$ cat src/rtl/source_tokenizer_core_macros.svh
// Assertion macros shared by the tokenizer modules.
// No dependencies; included inside module bodies.
`ifndef SOURCE_TOKENIZER_CORE_MACROS_SVH
`define SOURCE_TOKENIZER_CORE_MACROS_SVH

// same-cycle implication
`define STOK_ASSERT_NOW(label, clk, rst_n, ante, cons) \
	label: assert property (@(posedge clk) disable iff (!rst_n) (ante) |-> (cons)) \
		else $error("stok assertion failed");

// next-cycle implication
`define STOK_ASSERT_NEXT(label, clk, rst_n, ante, cons) \
	label: assert property (@(posedge clk) disable iff (!rst_n) (ante) |=> (cons)) \
		else $error("stok assertion failed");

`endif

$ cat src/rtl/stok_pkg.sv
// Types, codes and byte-class functions of the source tokenizer.
// No dependencies.
`timescale 1ns / 1ps

package stok_pkg;

	localparam int BYTE_W   = 8;
	localparam int KIND_W   = 4;
	localparam int OFFSET_W = 32;
	localparam int LENGTH_W = 16;

	localparam int QUEUE_DEPTH = 4;
	localparam int QPTR_W      = 2;
	localparam int QCNT_W      = 3;

	localparam logic [BYTE_W-1:0] CH_NUL   = 8'h00;
	localparam logic [BYTE_W-1:0] CH_TAB   = 8'h09;
	localparam logic [BYTE_W-1:0] CH_LF    = 8'h0A;
	localparam logic [BYTE_W-1:0] CH_CR    = 8'h0D;
	localparam logic [BYTE_W-1:0] CH_SPACE = 8'h20;
	localparam logic [BYTE_W-1:0] CH_HASH  = 8'h23;
	localparam logic [BYTE_W-1:0] CH_SLASH = 8'h2F;
	localparam logic [BYTE_W-1:0] CH_BANG  = 8'h21;
	localparam logic [BYTE_W-1:0] CH_AMP   = 8'h26;
	localparam logic [BYTE_W-1:0] CH_BAR   = 8'h7C;
	localparam logic [BYTE_W-1:0] CH_LT    = 8'h3C;
	localparam logic [BYTE_W-1:0] CH_GT    = 8'h3E;
	localparam logic [BYTE_W-1:0] CH_EQ    = 8'h3D;
	localparam logic [BYTE_W-1:0] CH_UNDER = 8'h5F;

	typedef enum logic [KIND_W-1:0] {
		KIND_CHAR  = 4'd0,
		KIND_AND   = 4'd1,
		KIND_EQ    = 4'd2,
		KIND_GE    = 4'd3,
		KIND_IDENT = 4'd4,
		KIND_LE    = 4'd5,
		KIND_NE    = 4'd6,
		KIND_OR    = 4'd7,
		KIND_END   = 4'd8
	} token_kind_t;

	typedef enum logic [1:0] {
		MODE_IDLE    = 2'd0,
		MODE_HELD    = 2'd1,
		MODE_IDENT   = 2'd2,
		MODE_COMMENT = 2'd3
	} lex_mode_t;

	typedef struct packed {
		token_kind_t         kind;
		logic [BYTE_W-1:0]   char_code;
		logic [OFFSET_W-1:0] start_offset;
		logic [LENGTH_W-1:0] ident_length;
		logic                last_of_run;
	} token_t;

	typedef struct packed {
		logic   vld0;
		logic   vld1;
		token_t tok0;
		token_t tok1;
	} push_t;

	function automatic logic is_blank(input logic [BYTE_W-1:0] b);
		return (b == CH_SPACE) || (b == CH_TAB) || (b == CH_CR) || (b == CH_LF);
	endfunction

	function automatic logic is_alpha(input logic [BYTE_W-1:0] b);
		return ((b >= 8'h61) && (b <= 8'h7A)) || ((b >= 8'h41) && (b <= 8'h5A)) ||
			(b == CH_UNDER);
	endfunction

	function automatic logic is_ident_char(input logic [BYTE_W-1:0] b);
		return is_alpha(b) || ((b >= 8'h30) && (b <= 8'h39));
	endfunction

	function automatic logic is_op_start(input logic [BYTE_W-1:0] b);
		return (b == CH_BANG) || (b == CH_AMP) || (b == CH_SLASH) || (b == CH_LT) ||
			(b == CH_EQ) || (b == CH_GT) || (b == CH_BAR);
	endfunction

	// KIND_CHAR when the pair is not a two-character operator
	function automatic token_kind_t pair_kind(input logic [BYTE_W-1:0] p,
		input logic [BYTE_W-1:0] b);
		token_kind_t k;
		k = KIND_CHAR;
		if ((p == CH_BANG) && (b == CH_EQ)) k = KIND_NE;
		else if ((p == CH_AMP) && (b == CH_AMP)) k = KIND_AND;
		else if ((p == CH_LT) && (b == CH_EQ)) k = KIND_LE;
		else if ((p == CH_EQ) && (b == CH_EQ)) k = KIND_EQ;
		else if ((p == CH_GT) && (b == CH_EQ)) k = KIND_GE;
		else if ((p == CH_BAR) && (b == CH_BAR)) k = KIND_OR;
		return k;
	endfunction

endpackage

$ cat src/rtl/stok_ifs.sv
// Valid/ready channel interfaces: source bytes in, tokens out.
// Depends on stok_pkg.
`timescale 1ns / 1ps

interface stok_byte_if;
	import stok_pkg::*;
	logic              valid;
	logic              ready;
	logic [BYTE_W-1:0] text_byte;

	modport source (output valid, output text_byte, input ready);
	modport sink (input valid, input text_byte, output ready);
endinterface

interface stok_token_if;
	import stok_pkg::*;
	logic                valid;
	logic                ready;
	logic [KIND_W-1:0]   token_kind;
	logic [BYTE_W-1:0]   char_code;
	logic [OFFSET_W-1:0] start_offset;
	logic [LENGTH_W-1:0] ident_length;
	logic                last_of_run;

	modport source (output valid, output token_kind, output char_code, output start_offset,
		output ident_length, output last_of_run, input ready);
	modport sink (input valid, input token_kind, input char_code, input start_offset,
		input ident_length, input last_of_run, output ready);
endinterface

$ cat src/rtl/source_tokenizer_core.sv
// Source tokenizer top level: input byte register, lexer, token queue.
// Depends on stok_pkg, stok_ifs, stok_lexer and stok_queue.
//
//   channel    | dir | payload
//   byte_in    | in  | text_byte
//   token_out  | out | token_kind, char_code, start_offset, ident_length, last_of_run
//
// One byte is accepted per cycle unless stalled; it is decoded once registered.
// A byte yields zero, one or two tokens; the output port hands out one token a cycle
// while the sink is ready, so bytes giving two tokens each are paced by the output.
// A registered byte moves on when the four-entry token queue has two free slots.
// arst_n clears the lexer mode, offsets, identifier length and the queue.
`timescale 1ns / 1ps

module source_tokenizer_core #(
	parameter int OFFSET_BITS = 32,
	parameter int LENGTH_BITS = 16
) (
	input  logic          clk,
	input  logic          arst_n,
	stok_byte_if.sink     byte_in,
	stok_token_if.source  token_out
);
	import stok_pkg::*;

	logic              valid_s1;
	logic [BYTE_W-1:0] byte_s1;
	logic              room2;
	logic              advance;
	push_t             push;

	assign advance       = valid_s1 && room2;
	assign byte_in.ready = !valid_s1 || advance;

	always_ff @(posedge clk or negedge arst_n) begin
		if (!arst_n) begin
			valid_s1 <= 1'b0;
		end else if (byte_in.ready) begin
			valid_s1 <= byte_in.valid;
		end
	end

	always_ff @(posedge clk) begin
		if (byte_in.ready && byte_in.valid) begin
			byte_s1 <= byte_in.text_byte;
		end
	end

	stok_lexer #(
		.OFFSET_BITS(OFFSET_BITS),
		.LENGTH_BITS(LENGTH_BITS)
	) u_lexer (
		.clk       (clk),
		.arst_n    (arst_n),
		.advance   (advance),
		.text_byte (byte_s1),
		.push      (push)
	);

	stok_queue u_queue (
		.clk       (clk),
		.arst_n    (arst_n),
		.push      (push),
		.room2     (room2),
		.token_out (token_out)
	);

endmodule

$ cat src/rtl/stok_lexer.sv
// Lexer state and token decode: one byte in, up to two tokens pushed.
// Depends on stok_pkg and source_tokenizer_core_macros.svh.
`timescale 1ns / 1ps

module stok_lexer #(
	parameter int OFFSET_BITS = 32,
	parameter int LENGTH_BITS = 16
) (
	input  logic                        clk,
	input  logic                        arst_n,
	input  logic                        advance,
	input  logic [stok_pkg::BYTE_W-1:0] text_byte,
	output stok_pkg::push_t             push
);
	import stok_pkg::*;
	`include "source_tokenizer_core_macros.svh"

	localparam logic [OFFSET_BITS-1:0] POS_ONE = {{(OFFSET_BITS-1){1'b0}}, 1'b1};
	localparam logic [LENGTH_BITS-1:0] LEN_ONE = {{(LENGTH_BITS-1){1'b0}}, 1'b1};

	lex_mode_t                mode_q, mode_d;
	logic [BYTE_W-1:0]        pend_char_q;
	logic [OFFSET_BITS-1:0]   pend_off_q;
	logic [LENGTH_BITS-1:0]   cnt_q;
	logic [OFFSET_BITS-1:0]   pos_q;

	logic [OFFSET_BITS+OFFSET_W-1:0] pos_ext, poff_ext;
	logic [LENGTH_BITS+LENGTH_W-1:0] cnt_ext;
	logic [OFFSET_W-1:0]             pos_o, poff_o;
	logic [LENGTH_W-1:0]             cnt_o;

	logic        idle_emit, idle_hold, idle_ident;
	lex_mode_t   idle_mode;
	token_t      idle_tok;
	logic        flush_vld, run_idle, cnt_inc, two;
	token_t      flush_tok;
	token_kind_t pk;

	assign pos_ext  = {{OFFSET_W{1'b0}}, pos_q};
	assign poff_ext = {{OFFSET_W{1'b0}}, pend_off_q};
	assign cnt_ext  = {{LENGTH_W{1'b0}}, cnt_q};
	assign pos_o    = pos_ext[OFFSET_W-1:0];
	assign poff_o   = poff_ext[OFFSET_W-1:0];
	assign cnt_o    = cnt_ext[LENGTH_W-1:0];
	assign pk       = pair_kind(pend_char_q, text_byte);

	// byte taken with nothing held
	always_comb begin
		idle_emit  = 1'b0;
		idle_hold  = 1'b0;
		idle_ident = 1'b0;
		idle_mode  = MODE_IDLE;
		idle_tok   = '{kind: KIND_CHAR, char_code: text_byte, start_offset: pos_o,
			ident_length: '0, last_of_run: 1'b1};
		if (is_blank(text_byte)) begin
			idle_mode = MODE_IDLE;
		end else if (text_byte == CH_HASH) begin
			idle_mode = MODE_COMMENT;
		end else if (is_op_start(text_byte)) begin
			idle_mode = MODE_HELD;
			idle_hold = 1'b1;
		end else if (is_alpha(text_byte)) begin
			idle_mode  = MODE_IDENT;
			idle_ident = 1'b1;
		end else if (text_byte == CH_NUL) begin
			idle_emit          = 1'b1;
			idle_tok.kind      = KIND_END;
			idle_tok.char_code = '0;
		end else begin
			idle_emit = 1'b1;
		end
	end

	always_comb begin
		flush_vld = 1'b0;
		run_idle  = 1'b0;
		cnt_inc   = 1'b0;
		mode_d    = mode_q;
		flush_tok = '{kind: KIND_CHAR, char_code: '0, start_offset: poff_o,
			ident_length: '0, last_of_run: 1'b1};
		case (mode_q)
			MODE_COMMENT: begin
				if (text_byte == CH_LF) begin
					mode_d = MODE_IDLE;
				end else if (text_byte == CH_NUL) begin
					mode_d                 = MODE_IDLE;
					flush_vld              = 1'b1;
					flush_tok.kind         = KIND_END;
					flush_tok.start_offset = pos_o;
				end
			end
			MODE_HELD: begin
				mode_d = MODE_IDLE;
				if ((pend_char_q == CH_SLASH) && (text_byte == CH_SLASH)) begin
					mode_d = MODE_COMMENT;
				end else if (pk != KIND_CHAR) begin
					flush_vld      = 1'b1;
					flush_tok.kind = pk;
				end else begin
					flush_vld           = 1'b1;
					flush_tok.char_code = pend_char_q;
					run_idle            = 1'b1;
				end
			end
			MODE_IDENT: begin
				if (is_ident_char(text_byte)) begin
					cnt_inc = 1'b1;
				end else begin
					flush_vld              = 1'b1;
					flush_tok.kind         = KIND_IDENT;
					flush_tok.ident_length = cnt_o;
					run_idle               = 1'b1;
				end
			end
			default: begin
				run_idle = 1'b1;
			end
		endcase
		if (run_idle) begin
			mode_d = idle_mode;
		end
	end

	always_comb begin
		two                    = flush_vld && run_idle && idle_emit;
		push.vld0              = advance && (flush_vld || (run_idle && idle_emit));
		push.vld1              = advance && two;
		push.tok0              = flush_vld ? flush_tok : idle_tok;
		push.tok0.last_of_run  = !two;
		push.tok1              = idle_tok;
	end

	always_ff @(posedge clk or negedge arst_n) begin
		if (!arst_n) begin
			mode_q      <= MODE_IDLE;
			pend_char_q <= '0;
			pend_off_q  <= '0;
			cnt_q       <= '0;
			pos_q       <= '0;
		end else if (advance) begin
			mode_q <= mode_d;
			pos_q  <= pos_q + POS_ONE;
			if (run_idle && idle_hold) begin
				pend_char_q <= text_byte;
				pend_off_q  <= pos_q;
			end
			if (run_idle && idle_ident) begin
				pend_off_q <= pos_q;
				cnt_q      <= LEN_ONE;
			end else if (cnt_inc && (cnt_q != {LENGTH_BITS{1'b1}})) begin
				cnt_q <= cnt_q + LEN_ONE;
			end
		end
	end

	`STOK_ASSERT_NOW(a_ident_len, clk, arst_n, mode_q == MODE_IDENT, cnt_q != '0)
	`STOK_ASSERT_NOW(a_second_needs_first, clk, arst_n, push.vld1, push.vld0 && flush_vld)
	`STOK_ASSERT_NEXT(a_pos_step, clk, arst_n, advance, pos_q == $past(pos_q) + POS_ONE)

endmodule

$ cat src/rtl/stok_queue.sv
// Token queue: takes up to two tokens a cycle, hands out one while the sink is ready.
// Depends on stok_pkg, stok_ifs and source_tokenizer_core_macros.svh.
`timescale 1ns / 1ps

module stok_queue (
	input  logic            clk,
	input  logic            arst_n,
	input  stok_pkg::push_t push,
	output logic            room2,
	stok_token_if.source    token_out
);
	import stok_pkg::*;
	`include "source_tokenizer_core_macros.svh"

	token_t              mem_q [QUEUE_DEPTH];
	logic [QPTR_W-1:0]   wr_ptr_q, rd_ptr_q;
	logic [QCNT_W-1:0]   cnt_q;
	logic [1:0]          n_push;
	logic                pop;
	token_t              head;

	assign n_push = {1'b0, push.vld0} + {1'b0, push.vld1};
	assign pop    = token_out.valid && token_out.ready;
	assign room2  = cnt_q <= QCNT_W'(QUEUE_DEPTH - 2);
	assign head   = mem_q[rd_ptr_q];

	assign token_out.valid        = cnt_q != '0;
	assign token_out.token_kind   = head.kind;
	assign token_out.char_code    = head.char_code;
	assign token_out.start_offset = head.start_offset;
	assign token_out.ident_length = head.ident_length;
	assign token_out.last_of_run  = head.last_of_run;

	always_ff @(posedge clk) begin
		if (push.vld0) begin
			mem_q[wr_ptr_q] <= push.tok0;
		end
		if (push.vld1) begin
			mem_q[wr_ptr_q + QPTR_W'(1)] <= push.tok1;
		end
	end

	always_ff @(posedge clk or negedge arst_n) begin
		if (!arst_n) begin
			wr_ptr_q <= '0;
			rd_ptr_q <= '0;
			cnt_q    <= '0;
		end else begin
			wr_ptr_q <= wr_ptr_q + QPTR_W'(n_push);
			rd_ptr_q <= rd_ptr_q + QPTR_W'(pop);
			cnt_q    <= cnt_q + QCNT_W'(n_push) - QCNT_W'(pop);
		end
	end

	`STOK_ASSERT_NOW(a_cnt_bound, clk, arst_n, 1'b1, cnt_q <= QCNT_W'(QUEUE_DEPTH))
	`STOK_ASSERT_NOW(a_push_room, clk, arst_n, push.vld0, room2)
	`STOK_ASSERT_NEXT(a_cnt_track, clk, arst_n, 1'b1,
		cnt_q == $past(cnt_q) + QCNT_W'($past(n_push)) - QCNT_W'($past(pop)))

endmodule

$ cat src/flat_wrapper.sv
// flat-port wrapper written by rule: the top's interface ports become plain ports
module source_tokenizer_core_flat import stok_pkg::*;
#(
	parameter int OFFSET_BITS = 32,
	parameter int LENGTH_BITS = 16
)
  (clk, arst_n, byte_in_valid, byte_in_text_byte, byte_in_ready, token_out_valid, token_out_token_kind, token_out_char_code, token_out_start_offset, token_out_ident_length, token_out_last_of_run, token_out_ready);
  stok_byte_if byte_in_i ();
  stok_token_if token_out_i ();
  input  logic clk;
  input  logic arst_n;
  input wire logic [$bits(byte_in_i.valid)-1:0] byte_in_valid;
  input wire logic [$bits(byte_in_i.text_byte)-1:0] byte_in_text_byte;
  output wire logic [$bits(byte_in_i.ready)-1:0] byte_in_ready;
  output wire logic [$bits(token_out_i.valid)-1:0] token_out_valid;
  output wire logic [$bits(token_out_i.token_kind)-1:0] token_out_token_kind;
  output wire logic [$bits(token_out_i.char_code)-1:0] token_out_char_code;
  output wire logic [$bits(token_out_i.start_offset)-1:0] token_out_start_offset;
  output wire logic [$bits(token_out_i.ident_length)-1:0] token_out_ident_length;
  output wire logic [$bits(token_out_i.last_of_run)-1:0] token_out_last_of_run;
  input wire logic [$bits(token_out_i.ready)-1:0] token_out_ready;
  assign byte_in_i.valid = byte_in_valid;
  assign byte_in_i.text_byte = byte_in_text_byte;
  assign byte_in_ready = byte_in_i.ready;
  assign token_out_valid = token_out_i.valid;
  assign token_out_token_kind = token_out_i.token_kind;
  assign token_out_char_code = token_out_i.char_code;
  assign token_out_start_offset = token_out_i.start_offset;
  assign token_out_ident_length = token_out_i.ident_length;
  assign token_out_last_of_run = token_out_i.last_of_run;
  assign token_out_i.ready = token_out_ready;
  source_tokenizer_core #(.OFFSET_BITS(OFFSET_BITS), .LENGTH_BITS(LENGTH_BITS)) u_core (.clk(clk), .arst_n(arst_n), .byte_in(byte_in_i), .token_out(token_out_i));
endmodule
$ cat config.mk
export PLATFORM = sky130hd
export DESIGN_NAME = source_tokenizer_core_flat
export DESIGN_NICKNAME = d
export VERILOG_FILES = /design/src/rtl/stok_pkg.sv /design/src/rtl/stok_ifs.sv /design/src/rtl/source_tokenizer_core.sv /design/src/rtl/stok_lexer.sv /design/src/rtl/stok_queue.sv /design/src/flat_wrapper.sv
export VERILOG_INCLUDE_DIRS = /design/src /design/src/rtl
export SDC_FILE = /design/constraint.sdc
export NUM_CORES = 1
export LEC_CHECK = 0
export ABC_AREA = 1
export ABC_CLOCK_PERIOD_IN_PS = 4300
export BUFFER_PORTS_ARGS = -buffer_cell sky130_fd_sc_hd__buf_4
export CORE_MARGIN = 2
export CORE_UTILIZATION = 24
export DETAILED_ROUTE_END_ITERATION = 16
export GPL_TIMING_DRIVEN = 0
export SLEW_MARGIN = 20
export SYNTH_ARGS = -nofsm -noshare
export SYNTH_HDL_FRONTEND = slang
export SYNTH_SLANG_ARGS = --single-unit
$ cat constraint.sdc
create_clock -name clk -period 4.3 [get_ports clk]
set_input_delay 0.645 -clock clk [delete_from_list [all_inputs] [get_ports clk]]
set_output_delay 0.645 -clock clk [all_outputs]
set_load 0.01 [all_outputs]
Word level (Yosys, flattened, before mapping)
Memory sizes are Yosys's and may differ from the RTL's.
Index checks and enable logic that the tools add are counted.
{"block": "classes", "n_mux": 63, "n_addsub": 8, "n_eq_ne": 25, "n_reduce_logical": 47, "order_cmp": 7}
{"cell": "two-way mux 32 bit", "n": 5}
{"cell": "== test 8 x 6 -> 1 bit (second input constant)", "n": 14}
{"cell": "two-way mux 12 bit", "n": 6}
{"cell": "two-way mux 16 bit", "n": 4}
{"cell": "two-way mux 61 bit", "n": 1}
{"cell": "adder 32 x 1 -> 32 bit (second input constant)", "n": 1}
{"cell": "== test 8 x 4 -> 1 bit (second input constant)", "n": 3}
{"cell": "== test 8 x 7 -> 1 bit (second input constant)", "n": 3}
{"cell": "two-way mux 1 bit", "n": 23}
{"cell": "logical AND 1 bit", "n": 21}
{"cell": "two-way mux 3 bit", "n": 6}
{"cell": "adder 16 x 1 -> 16 bit (second input constant)", "n": 1}
{"cell": ">= comparator 8 x 7 -> 1 bit (second input constant)", "n": 2}
{"cell": "<= comparator 8 x 7 -> 1 bit (second input constant)", "n": 2}
{"cell": "two-way mux 2 bit", "n": 8}
{"cell": "two-way mux 4 bit", "n": 4}
{"cell": "two-way mux 8 bit", "n": 2}
{"cell": "inequality test 16 bit (second input constant)", "n": 1}
{"cell": "logical OR 1 bit", "n": 14}
{"cell": "one-hot mux 4 bit (3 select lines)", "n": 1}
{"cell": ">= comparator 8 x 6 -> 1 bit (second input constant)", "n": 1}
{"cell": "<= comparator 8 x 6 -> 1 bit (second input constant)", "n": 1}
{"cell": "zero test 8 bit", "n": 1}
{"cell": "one-hot mux 1 bit (3 select lines)", "n": 2}
{"cell": "17 further kinds", "n": 23}
{"block": "totals", "wordCells": 161, "n_memories": 1, "inputBits": 12, "ram_bits": 244, "regBits": 106, "out_inout_bits": 63}
{"name": "u_core.u_queue.mem_q", "depth": 4, "width": 61, "rd": 1, "rd_ports_with_merged_regs": 0, "wr": 2, "line_no": "stok_queue.sv:15", "text": "token_t mem_q [QUEUE_DEPTH];"}

Logic depth before layout (Yosys ltp)
Gate-level depths: netlist (run 1).
{"block": "logic_depth", "depth_word": 18, "ltp_mapped": 24, "depth_no_buf": 22}

By module
Synthesis (run 1) repeated with hierarchy kept, for this count alone.
{"block": "unflattened", "cells_unflattened": 2621, "area_unflattened_um2": 20007.9}
{"mod": "stok_queue", "area_per_inst_um2": 14181.1, "seq_area_each_um2": 7502.2, "cells_per_inst": 1831, "instances": 1}
{"mod": "stok_lexer", "area_per_inst_um2": 5534.1, "seq_area_each_um2": 2252.2, "cells_per_inst": 774, "instances": 1}
{"mod": "source_tokenizer_core", "area_per_inst_um2": 292.8, "seq_area_each_um2": 265.3, "cells_per_inst": 16, "instances": 1}

Worst setup path before layout (run 1)
Ideal clock, no wire load.
{"block": "synth_path", "kind": "register to register", "from": "reg u_core.byte_s1[7]", "to": "reg u_core.u_queue.cnt_q[2]", "stages_incl_launch_ff": 23, "period_less_slack_ns": 3.374, "arrival_ns": 3.245, "n_path_buf": 1, "setup_ns": 0.129, "required_time_ns": 4.171, "slack_ns": 0.926, "path_cell_list": "edfxtp_1 > nor2_2 > nand3_2 > nor2_1 > nand2_1 > nand2_1 > nor2_1 > nand3_2 > nand2_2 > nand2_2 > nand2_4 > nand2_1 > inv_2 > buf_2 > ha_1 > inv_1 > ha_1 > inv_1 > ha_1 > inv_1 > fa_1 > xnor2_1 > xor2_1"}
{"block": "synth_via", "elab_chain_len": 18, "elab_cells_between_ends": 70, "cone_classes": "3 x add/sub; 6 x order compare; 13 x eq/ne; 18 x mux; 30 x reduce/logical"}
{"element": "start, declared", "line_no": "source_tokenizer_core.sv:27", "text": "logic [BYTE_W-1:0] byte_s1;"}
{"element": "start signal, assigned", "line_no": "source_tokenizer_core.sv:45", "text": "byte_s1 <= byte_in.text_byte;"}
{"element": "== test 8 x 7 -> 1 bit", "line_no": "stok_pkg.sv:80, stok_pkg.sv:93"}
{"element": "logical AND 1 bit", "line_no": "stok_pkg.sv:93", "text": "else if ((p == CH_BAR) && (b == CH_BAR)) k = KIND_OR;"}
{"element": "two-way mux 3 bit", "line_no": "stok_pkg.sv:93"}
{"element": "two-way mux 3 bit", "line_no": "stok_pkg.sv:92", "text": "else if ((p == CH_GT) && (b == CH_EQ)) k = KIND_GE;"}
{"element": "two-way mux 3 bit", "line_no": "stok_pkg.sv:91", "text": "else if ((p == CH_EQ) && (b == CH_EQ)) k = KIND_EQ;"}
{"element": "two-way mux 3 bit", "line_no": "stok_pkg.sv:90", "text": "else if ((p == CH_LT) && (b == CH_EQ)) k = KIND_LE;"}
{"element": "two-way mux 3 bit", "line_no": "stok_pkg.sv:89", "text": "else if ((p == CH_AMP) && (b == CH_AMP)) k = KIND_AND;"}
{"element": "two-way mux 4 bit", "line_no": "stok_pkg.sv:88", "text": "if ((p == CH_BANG) && (b == CH_EQ)) k = KIND_NE;"}
{"element": "(+2 left out)"}
{"element": "two-way mux 1 bit", "line_no": "stok_lexer.sv:94", "text": "if ((pend_char_q == CH_SLASH) && (text_byte == CH_SLASH)) begin"}
{"element": "one-hot mux 1 bit (3 select lines)", "line_no": "stok_lexer.sv:81", "text": "case (mode_q)"}
{"element": "logical AND 1 bit, on equally long branches", "line_no": "stok_lexer.sv:126, stok_lexer.sv:125"}
{"element": "logical OR 1 bit / logical AND 1 bit (equally long branches)", "line_no": "stok_lexer.sv:126, stok_lexer.sv:125"}
{"element": "logical AND 1 bit, on equally long branches", "line_no": "stok_lexer.sv:126, stok_lexer.sv:127"}
{"element": "adder 1 x 1 -> 2 bit *", "line_no": "stok_queue.sv:22", "text": "assign n_push = {1'b0, push.vld0} + {1'b0, push.vld1};"}
{"element": "adder 3 x 2 -> 3 bit *", "line_no": "stok_queue.sv:51", "text": "cnt_q <= cnt_q + QCNT_W'(n_push) - QCNT_W'(pop);"}
{"element": "subtractor 3 x 1 -> 3 bit *", "line_no": "stok_queue.sv:51"}
{"element": "end signal, assigned", "line_no": "stok_queue.sv:51"}
{"element": "end, declared", "line_no": "stok_queue.sv:17", "text": "logic [QCNT_W-1:0] cnt_q;"}
Mark *: on every way between the ends. The rest lies on a longest branch, timed or not.
A chain may end at the register's enable or synchronous reset.

Worst setup path in the final report (run 1)
{"block": "layout_path", "from": "reg u_core.u_queue.rd_ptr_q[0]", "to": "out token_out_char_code[4]"}
{"block": "layout_via", "elab_chain_len": 1}
{"element": "start, declared", "line_no": "stok_queue.sv:16", "text": "logic [QPTR_W-1:0] wr_ptr_q, rd_ptr_q;"}
{"element": "start signal, assigned", "line_no": "stok_queue.sv:50", "text": "rd_ptr_q <= rd_ptr_q + QPTR_W'(pop);"}
{"element": "memory read (4 x 61 bit)"}
{"element": "end, declared", "line_no": "flat_wrapper.sv:17", "text": "output wire logic [$bits(token_out_i.char_code)-1:0] token_out_char_code;"}
No other way between the ends.

==> impl_results.md, run 1 <==
- Status: completed
- Height of the die: ~270 um
- Worst skew pair latency: 600 ps
- Cell Area, Synth: ~17000 um^2
- PortBufs: 74
- CTS tree: yes
- Post-Syn Instances: between 2000 and 2500
- WL/cell: between 15 and 20 um
- Share of cells above drive strength 1: approximately 11%
- RSZ-0062 raised after global routing: no
- WP data required: about 3700 ps
- Final Cycle Share: between 90% and 100%
- Largest cells by area after synthesis: edfxtp_1, dfrtp_1, nand3_1
- Clock skew: around 36 ps
- Crit path max fanout: 10
- Leak Pwr: 7.73 nW
- Prevailing post-synth register cell: edfxtp_1
- Synth Net Count: 2057
- Max VDD drop: 0.398 mV
- Synth Warn #: 0
- Worst Max-Slew Pin Slew: between 1000 and 1500 ps
- Multi-input logic area: roughly 6800 um^2
- Avg Inst Size Synth: between 8 and 9 um^2
- Total Routing Usage GR: approximately 15%
- H-tree levels: 2
- Drt first pass iters: 6
- Antenna-violating nets left: 0
- PwrDens: 669 nW/um^2
- Crit path largest cell delay: approximately 650 ps
- Fin area: between 20000 and 25000 um^2
- CTS hold repair buffers: 0
- Final hold vios: 0
- Crit path cell chain: inv_1, clkbuf_1, clkbuf_1, nor2_1, o22ai_1, buf_4
- CP arrival: 3400 ps
- WHS: 174 ps
- Layout net count: between 2000 and 2500
- Final Critical Period: 4040 ps
- Crit path buf inv count: 4
- Commonest cells post-synth: nand3_1, o21ai_0, nand2_1
- Root buffer cell: clkbuf_16
- Share of the synthesized area in the top cell type: 29.9%
- Sequential-to-total area share from yosys stat: 53.3%
- Reg area: ~9200 um^2
- # setup viols final: 0
- Slew Limit Headroom: between 20% and 30%
- Post-synthesis register bit count: 350
- Setup crit end kind: output pin
- Overflow after GRT: 0
- Total core area: approximately 70000 um^2
- RePlAce Congestion: about 0.85
- DP Cell Count: ~3100
- Critical Path Slowest Stage Cell: clkbuf_1
- DRT iter0 DRCs: ~1500
- Max_cap viols: 0
- WL final: around 57000 um
- CTS clock-pin slew for the worst setup and hold paths: roughly 60 ps
- Rows: 98
- Vias: around 15000
- Area grow syn2layout: 18.2%
- Most common cell in the synthesized netlist: nand3_1
- Filler cells: 7676
- Starting density of the core: around a quarter
- Via-to-Cell Ratio: 4.85
- Pins over their slew limit: 0
- TNS Setup: 0 ps
- Crit Path Class: reg -> out
- Number of flops mapped to enable cells by yosys: approximately 170
- Synth area leader: edfxtp_1
- DR DRC count: 0
- Sinks on the clock net: 350
- IO Count: between 70 and 80
- Full die area: ~74000 um^2
- Crit-path leading delay family: buffers and inverters
- Non-Filler Instances: around 3100
- Final core occ: 28.6%
- Vias in the first global route: between 10000 and 15000
- Dpl hpwl: 38600 um
- Die Wd: between 200 and 300 um
- Crit start category: flip-flop
- CTS buffer count: 42
- First-pass GRT wire length: between 80000 and 90000 um
- Placement Cell Area: 19100 um^2
- Synth async-reset ratio: 28.0%
- Unique masters post-synth: 40
- Initial antenna violation count: 0
- ANT cells: 0
- Critical path's most frequent cell: clkbuf_1
- Largest net degree at the start of global routing: 99
- Fmax: ~250 MHz
- Deepest clock path buffer count: 3
- HP Class: in -> async
-- layer usage --
metal / up-vias / GRT usage [%] / wire, um
met5: - / 0 / 0
met4: 0 / 5.32 / 1810
met3: 113 / 2.82 / 4350
met2: 612 / 24.3 / 25900
met1: 7307 / 20.6 / 25100
li1: 7211 / - / -
-- worst paths after layout --
check,start,to,slack (ps),cells after the start
worst max-delay path,u_core.u_queue.rd_ptr_q[0],token_out_char_code[4],260,6
worst min-delay path,arst_n,u_core.valid_s1,170,1
worst max register to register,u_core.byte_s1[2],u_core.u_queue.cnt_q[2],390,23
worst min register to register,u_core.u_queue.mem_q[1][0],u_core.u_queue.mem_q[1][0],460,2
max in group asynchronous,arst_n,u_core.u_lexer.pos_o[6],3430,1
min in group clk,byte_in_text_byte[5],u_core.byte_s1[5],240,1
-- registers in the layout, summed over array words and instances, names as in the netlist --
signal / flops
u_core.byte_s1: 8
u_core.u_lexer.cnt_o: 16
u_core.u_lexer.mode_q: 2
u_core.u_lexer.pend_char_q: 8
u_core.u_lexer.pend_off_q: 32
u_core.u_lexer.pos_o: 32
u_core.u_queue.cnt_q: 3
u_core.u_queue.mem_q: 244
u_core.u_queue.rd_ptr_q: 2
u_core.u_queue.wr_ptr_q: 2
u_core.valid_s1: 1
-- report_power, final --
part / internal [mW] / switching (mW) / leakage [nW]
Combinational: 1.61 / 4.19 / 3.48
Sequential: 4.11 / 0.232 / 3.58
Clock: 1.99 / 1.54 / 0.661
Total: 7.71 / 5.97 / 7.73
-- layout make-up --
cell class | count | area share (%)
Clock buffer | 53 | 5.46
Timing Repair Buffer | 78 | 2.88
Inverter | 150 | 2.76
Buffer | 153 | 3.62
Sequential cell | 350 | 45.1
Multi-Input combinational cell | 1382 | 33.2
Clock inverter | 25 | 1.10
Tap cell | 950 | 5.82
-- logic make-up (layout without fill, tap and decap cells) --
kind of cell	count (synthesis)	count (layout)	synth area share, %
adder cells (fa/ha/maj)	9	9	0.695
AND/OR/NAND/NOR	876	876	22.5
buffers and inverters	304	459	7.57
XOR/XNOR	44	44	2.23
flip-flops	350	350	53.3
AO/OA/AOI/OAI	453	453	13.7
-- what timing repair did --
action / in CTS / in global routing
setup endpoints to repair: 0 / 1
resized for setup: 0 / 0
hold endpoints to repair: 0 / 0
setup buffers: 0 / 4
-- metrics by stage --
step	setup slack [ps]	power [mW]
after floorplan	926	7.49
after global routing	60.7	14.4
after detailed placement	164	10.2
after CTS	150	13.7
after global placement	-549	10.1
final	258	13.7
-- cell usage in the layout (no fill, tap or decap), drive strengths merged, types with 5 or more instances in the layout --
cell / netlist / layout
buf: 67 / 144
dfrtp: 98 / 98
o21ai: 381 / 381
nor4: 5 / 5
xor2: 42 / 42
dfxtp: 80 / 80
o22ai: 61 / 61
nand4: 10 / 10
nand2: 290 / 290
a21oi: 6 / 6
clkbuf: 87 / 140
nand3: 332 / 332
nor2: 221 / 221
clkinv: 0 / 18
ha: 8 / 8
inv: 150 / 153
edfxtp: 172 / 172
nor3: 17 / 17
(Power assumes the default switching activity.)
==> run 2: changes to the inputs <==
==> constraint.sdc (replaced) <==
create_clock -name clk -period 4.3 [get_ports clk]
set_input_delay 0.86 -clock clk [delete_from_list [all_inputs] [get_ports clk]]
set_output_delay 0.86 -clock clk [all_outputs]
set_load 0.01 [all_outputs]
==> impl_results.md, run 2 (synthesized netlist as in run 1, its figures left out) <==
- # setup viols final: 0
- Sinks on the clock net: 350
- Worst Max-Slew Pin Slew: between 1000 and 1500 ps
- Drt first pass iters: 6
- Clock skew: roughly 33 ps
- ANT cells: 0
- Commonest cells after routing, fill and taps aside: nand3_1, o21ai_0, nand2_1, nor2_1, edfxtp_1
- CTS hold repair buffers: 0
- First-pass GRT wire length: between 80000 and 90000 um
- Status: completed
- Setup crit end kind: output pin
- Pwr Total: 13.7 mW
- Total core area: about 71000 um^2
- Largest net degree at the start of global routing: between 90 and 100
- Leak Pwr: roughly 7.7 nW
- Crit path buf inv count: 3
- Fin area: about 20000 um^2
- Via-to-Cell Ratio: roughly 4.9
- Crit-path leading delay family: buffers and inverters
- Initial antenna violation count: 0
- Vias in the first global route: 14716
- Biggest register: u_core.u_queue.mem_q
- Clock share of power: between 20% and 30%
- Critical Path Slowest Stage Cell: clkbuf_1
- Max VDD drop: a little under 0.4 mV
- Max_cap viols: 0
- H-tree levels: 2
- Total Routing Usage GR: ~15%
- Starting density of the core: about a quarter
- Largest register FFs: ~240
- RSZ-0062 raised after global routing: no
- Switching Fraction: approximately 44%
- Layout net count: about 2200
- HP Class: in -> async
- Sw Pwr: 5.97 mW
- DR DRC count: 0
- CTS buffer count: 42
- Root buffer cell: clkbuf_16
- Comb power frac: 42.4%
- Crit Path Class: reg -> out
- Crit path cell chain: inv_1, clkbuf_1, nor2_1, o22ai_1, buf_4
- Antenna-violating nets left: 0
- Crit start category: flip-flop
- Crit path max fanout: 15
- Non-Filler Instances: 3140
- DP Cell Count: roughly 3100
- Deepest clock path buffer count: 3
- PortBufs: 74
- Overflow after GRT: 0
- WL/cell: around 18 um
- Die Wd: 272 um
- CTS tree: yes
- Final WS setup: roughly 350 ps
- Post_cts resized: 0
- Placement Cell Area: 19100 um^2
- RePlAce Congestion: 0.851
- IO Count: between 70 and 80
- WP data required: between 3000 and 4000 ps
- Full die area: ~74000 um^2
- Final hold vios: 0
- Slew Limit Headroom: around a quarter
- Worst skew pair latency: about 600 ps
- Share of cells above drive strength 1: between 10% and 20%
- CTS clock-pin slew for the worst setup and hold paths: roughly 60 ps
- Filler cells: 7676
- Final Cycle Share: between 90% and 100%
- Final Critical Period: 3950 ps
- PwrDens: 669 nW/um^2
- Dpl hpwl: between 30000 and 40000 um
- Vias: roughly 15000
- Pins over their slew limit: 0
- Pre-CTS WS: around 160 ps
- Height of the die: between 200 and 300 um
- Crit path largest cell delay: 650 ps
- DRT iter0 DRCs: ~1600
- Area grow syn2layout: 18.2%
- Fmax: 253 MHz
- CP arrival: ~3000 ps
- Rows: 98
- Register share of total power: between 30% and 40%
- Commonest non-fill, non-tap cell in the layout: nand3_1
- WL final: about 57000 um
- Internal power: between 7 and 8 mW
## run 2: worst reg2reg max path, cell delays in order (launching register included)
cell and delay, ps:
edfxtp_1 410, buf_4 200, nand2_1 110, inv_1 60
nand2_1 50, nor2_1 60, nand2_1 110, nand2_1 80
nor2_2 150, nand3_2 210, nand2_2 190, nand2_2 80
nand2_4 150, nand2_1 110, inv_2 270, ha_1 350
inv_1 80, ha_1 220, inv_1 50, ha_1 120
inv_1 40, fa_1 370, xnor2_1 180, xor2_1 150
## run 2: power by group through the flow
stage	Combinational (mW)	Sequential [mW]	Clock, mW
after floorplan	3.14	4.35	0
after global placement	5.72	4.43	0
after detailed placement	5.76	4.41	0
after CTS	5.78	4.35	3.57
after global routing	6.28	4.40	3.70
final	5.80	4.34	3.53
## run 2: final timing paths
kind                                            start  slack (ps)  depth (start not counted)                         end
setup / recovery           u_core.u_queue.rd_ptr_q[0]         350                          5      token_out_char_code[4]
hold / removal                                 arst_n         390                          1             u_core.valid_s1
setup reg to reg                    u_core.byte_s1[2]         400                         23     u_core.u_queue.cnt_q[2]
hold reg to reg            u_core.u_queue.mem_q[1][0]         460                          2  u_core.u_queue.mem_q[1][0]
max in group asynchronous                      arst_n        3200                          1     u_core.u_lexer.pos_o[6]
min in group clk                 byte_in_text_byte[5]         450                          1           u_core.byte_s1[5]
## run 2: stage by stage
| stage | hold slack [ps] | TNS [ps] | utilization, % |
|---|---|---|---|
| floorplan | 424 | 0 | - |
| global placement | 437 | -70990 | 26.7 |
| detailed placement | 443 | 0 | 26.7 |
| CTS | 418 | 0 | 28.6 |
| global route | 431 | 0 | 28.6 |
| finish | 390 | 0 | 28.6 |
## run 2: what timing repair did
item	CTS	global route
setup buffers	0	4
hold endpoints to repair	0	0
setup endpoints to repair	0	2
## run 2: area by class of cell
type / instances / area, um^2 / area share, %
flip-flops and latches: 350 / 9220 / 45.1
multi-input cells: 1382 / 6790 / 33.3
well taps: 950 / 1190 / 5.82
clock buffers: 53 / 1120 / 5.46
plain buffers: 152 / 737 / 3.61
repair buffers: 78 / 589 / 2.88
inverters: 150 / 563 / 2.76
clock inverters: 25 / 224 / 1.10
## run 2: layer usage
metal | part of all wire, % | vias to the layer above | GRT usage (%)
li1 | - | 7205 | -
met5 | 0 | - | 0
met2 | 45 | 603 | 24.3
met3 | 7.1 | 107 | 2.82
met1 | 45 | 7318 | 20.6
met4 | 3.0 | 0 | 5.32
==> run 3: changes to the inputs <==
--- a/config.mk
+++ b/config.mk
@@ -11,6 +11,7 @@
 export BUFFER_PORTS_ARGS = -buffer_cell sky130_fd_sc_hd__buf_4
 export CORE_MARGIN = 2
 export CORE_UTILIZATION = 24
+export CTS_BUF_LIST = sky130_fd_sc_hd__clkbuf_8
 export DETAILED_ROUTE_END_ITERATION = 16
 export GPL_TIMING_DRIVEN = 0
 export SLEW_MARGIN = 20
==> impl_results.md, run 3 (synthesized netlist as in run 1, its figures left out) <==
- Leak Pwr: between 7 and 8 nW
- Share of cells above drive strength 1: 12.2%
- Deepest clock path buffer count: 3
- Overflow after GRT: 0
- Full die area: about 74000 um^2
- CTS clock-pin slew for the worst setup and hold paths: approximately 60 ps
- RePlAce Congestion: 0.851
- CP arrival: ~3100 ps
- Final WS setup: 371 ps
- WL met3: 3990 um
- First-pass GRT wire length: just under 90000 um
- Setup crit end kind: output pin
- Commonest cells after routing, fill and taps aside: nand3_1, o21ai_0, nand2_1, nor2_1, edfxtp_1
- DRT iter0 DRCs: 1597
- Clock skew: around 38 ps
- Multi-input logic area: 6810 um^2
- Crit start category: flip-flop
- Final Cycle Share: between 90% and 100%
- Final core occ: between 20% and 30%
- Root buffer cell: clkbuf_8
- Largest net degree at the start of global routing: 99
- # setup viols final: 0
- Dpl hpwl: 38600 um
- Via-to-Cell Ratio: roughly 4.8
- IO Count: 75
- Layout net count: approximately 2200
- PortBufs: 74
- Die Wd: roughly 270 um
- Clock share of power: about a quarter
- PwrDens: about 660 nW/um^2
- Rows: approximately 100
- Drt first pass iters: 6
- Fmax: ~250 MHz
- Starting density of the core: 24.2%
- Max VDD drop: ~0.35 mV
- Total core area: between 70000 and 80000 um^2
- Crit path max fanout: 15
- Slew Limit Headroom: 27.4%
- Sw Pwr: 5.93 mW
- Status: completed
- Pre-CTS WS: ~160 ps
- Comb power frac: roughly 43%
- Biggest register: u_core.u_queue.mem_q
- Vias in the first global route: between 10000 and 15000
- Total Routing Usage GR: between 10% and 20%
- Sinks on the clock net: 350
- WL final: 57200 um
- Vias: roughly 15000
- Register share of total power: 32.4%
- Commonest non-fill, non-tap cell in the layout: nand3_1
- CTS tree: yes
- Worst skew pair latency: 660 ps
- Largest register FFs: ~240
- Height of the die: between 200 and 300 um
- Max Used Layer: met4
- Initial antenna violation count: 1
- CTS buffer count: 66
- Worst Max-Slew Pin Slew: 1090 ps
- RSZ-0062 raised after global routing: no
- Antenna-violating nets left: 0
- FF-to-FF setup slack: 400 ps
- DR WL met2: 26100 um
- Crit Path Class: reg -> out
- HP Class: in -> async
- H-tree levels: 3
- Area grow syn2layout: 18.0%
- Pins over their slew limit: 0
- Internal power: between 7 and 8 mW
- Max_cap viols: 0
- CTS hold repair buffers: 0
- Final Critical Period: slightly below 4000 ps
- Filler cells: ~7700
- Metal-1 WL: 25500 um
- WP data required: 3440 ps
- Switching Fraction: about 44%
- Final hold vios: 0
- Reg area: approximately 9000 um^2
- WL/cell: 18.0 um
- DR DRC count: 0
==> run 3: cell types whose count changed in the layout (fill, tap and decap cells not counted), moves of 2 or more <==
| cell | previous run | this run |
|---|---|---|
| clkbuf_1 | 91 | 83 |
| clkbuf_8 | 2 | 76 |
| inv_6 | 1 | 3 |
| inv_1 | 143 | 160 |
| clkinv_1 | 5 | 12 |
| clkinv_2 | 12 | 6 |
| clkbuf_16 | 42 | 0 |
==> run 3: final cells by class <==
class,count,area share [%]
well taps,950,5.83
plain buffers,153,3.65
flip-flops and latches,350,45.2
clock inverters,42,1.20
multi-input cells,1382,33.4
repair buffers,78,2.89
clock buffers,76,5.13
inverters,150,2.76
diodes,1,0.0123
==> run 3: critical path, cell delays in order, from the launching register on <==
cell and delay [ps]:
dfrtp_1 440, inv_1 490, clkbuf_1 660, nor2_1 80, o22ai_1 520, buf_4 230
==> run 3: path summary, 6_finish.rpt <==
path | from | to | depth (start not counted)
max | u_core.u_queue.rd_ptr_q[0] | token_out_char_code[4] | 5
min | arst_n | u_core.valid_s1 | 1
max reg2reg | u_core.byte_s1[1] | u_core.u_queue.cnt_q[2] | 23
min reg2reg | u_core.u_queue.mem_q[1][0] | u_core.u_queue.mem_q[1][0] | 2
max in group asynchronous | arst_n | u_core.u_lexer.pend_off_q[28] | 1
min in group clk | byte_in_text_byte[1] | u_core.byte_s1[1] | 1
==> run 3: timing repair <==
action	in CTS	in global routing
gates resized for setup	0	3
setup endpoints to repair	0	4
setup buffers	0	4
==> run 3: per-layer routing <==
metal	vias to the layer above	global-route usage, %
met3	115	2.94
met4	0	5.71
met2	634	24.3
met1	7342	20.6
met5	-	0
li1	7275	-
==> run 3: power by group through the flow <==
stage | registers [mW] | clock network [mW] | logic (mW)
after floorplan | 4.35 | 0 | 3.14
after global placement | 4.43 | 0 | 5.72
after detailed placement | 4.41 | 0 | 5.76
after CTS | 4.35 | 3.29 | 5.78
after global routing | 4.40 | 3.44 | 6.30
final | 4.35 | 3.24 | 5.82
==> run 3: per-stage QoR <==
step	hold WS, ps	power, mW	TNS [ps]	std cells	instance area [um^2]
5_1_grt	361	14.1	0	3182	20400
4_1_cts	354	13.4	0	3178	20400
2_1_floorplan	424	7.49	0	2036	17300
3_3_place_gp	437	10.1	-70990	3060	19000
6_report	328	13.4	0	3182	20400
3_5_place_dp	443	10.2	0	3060	19100
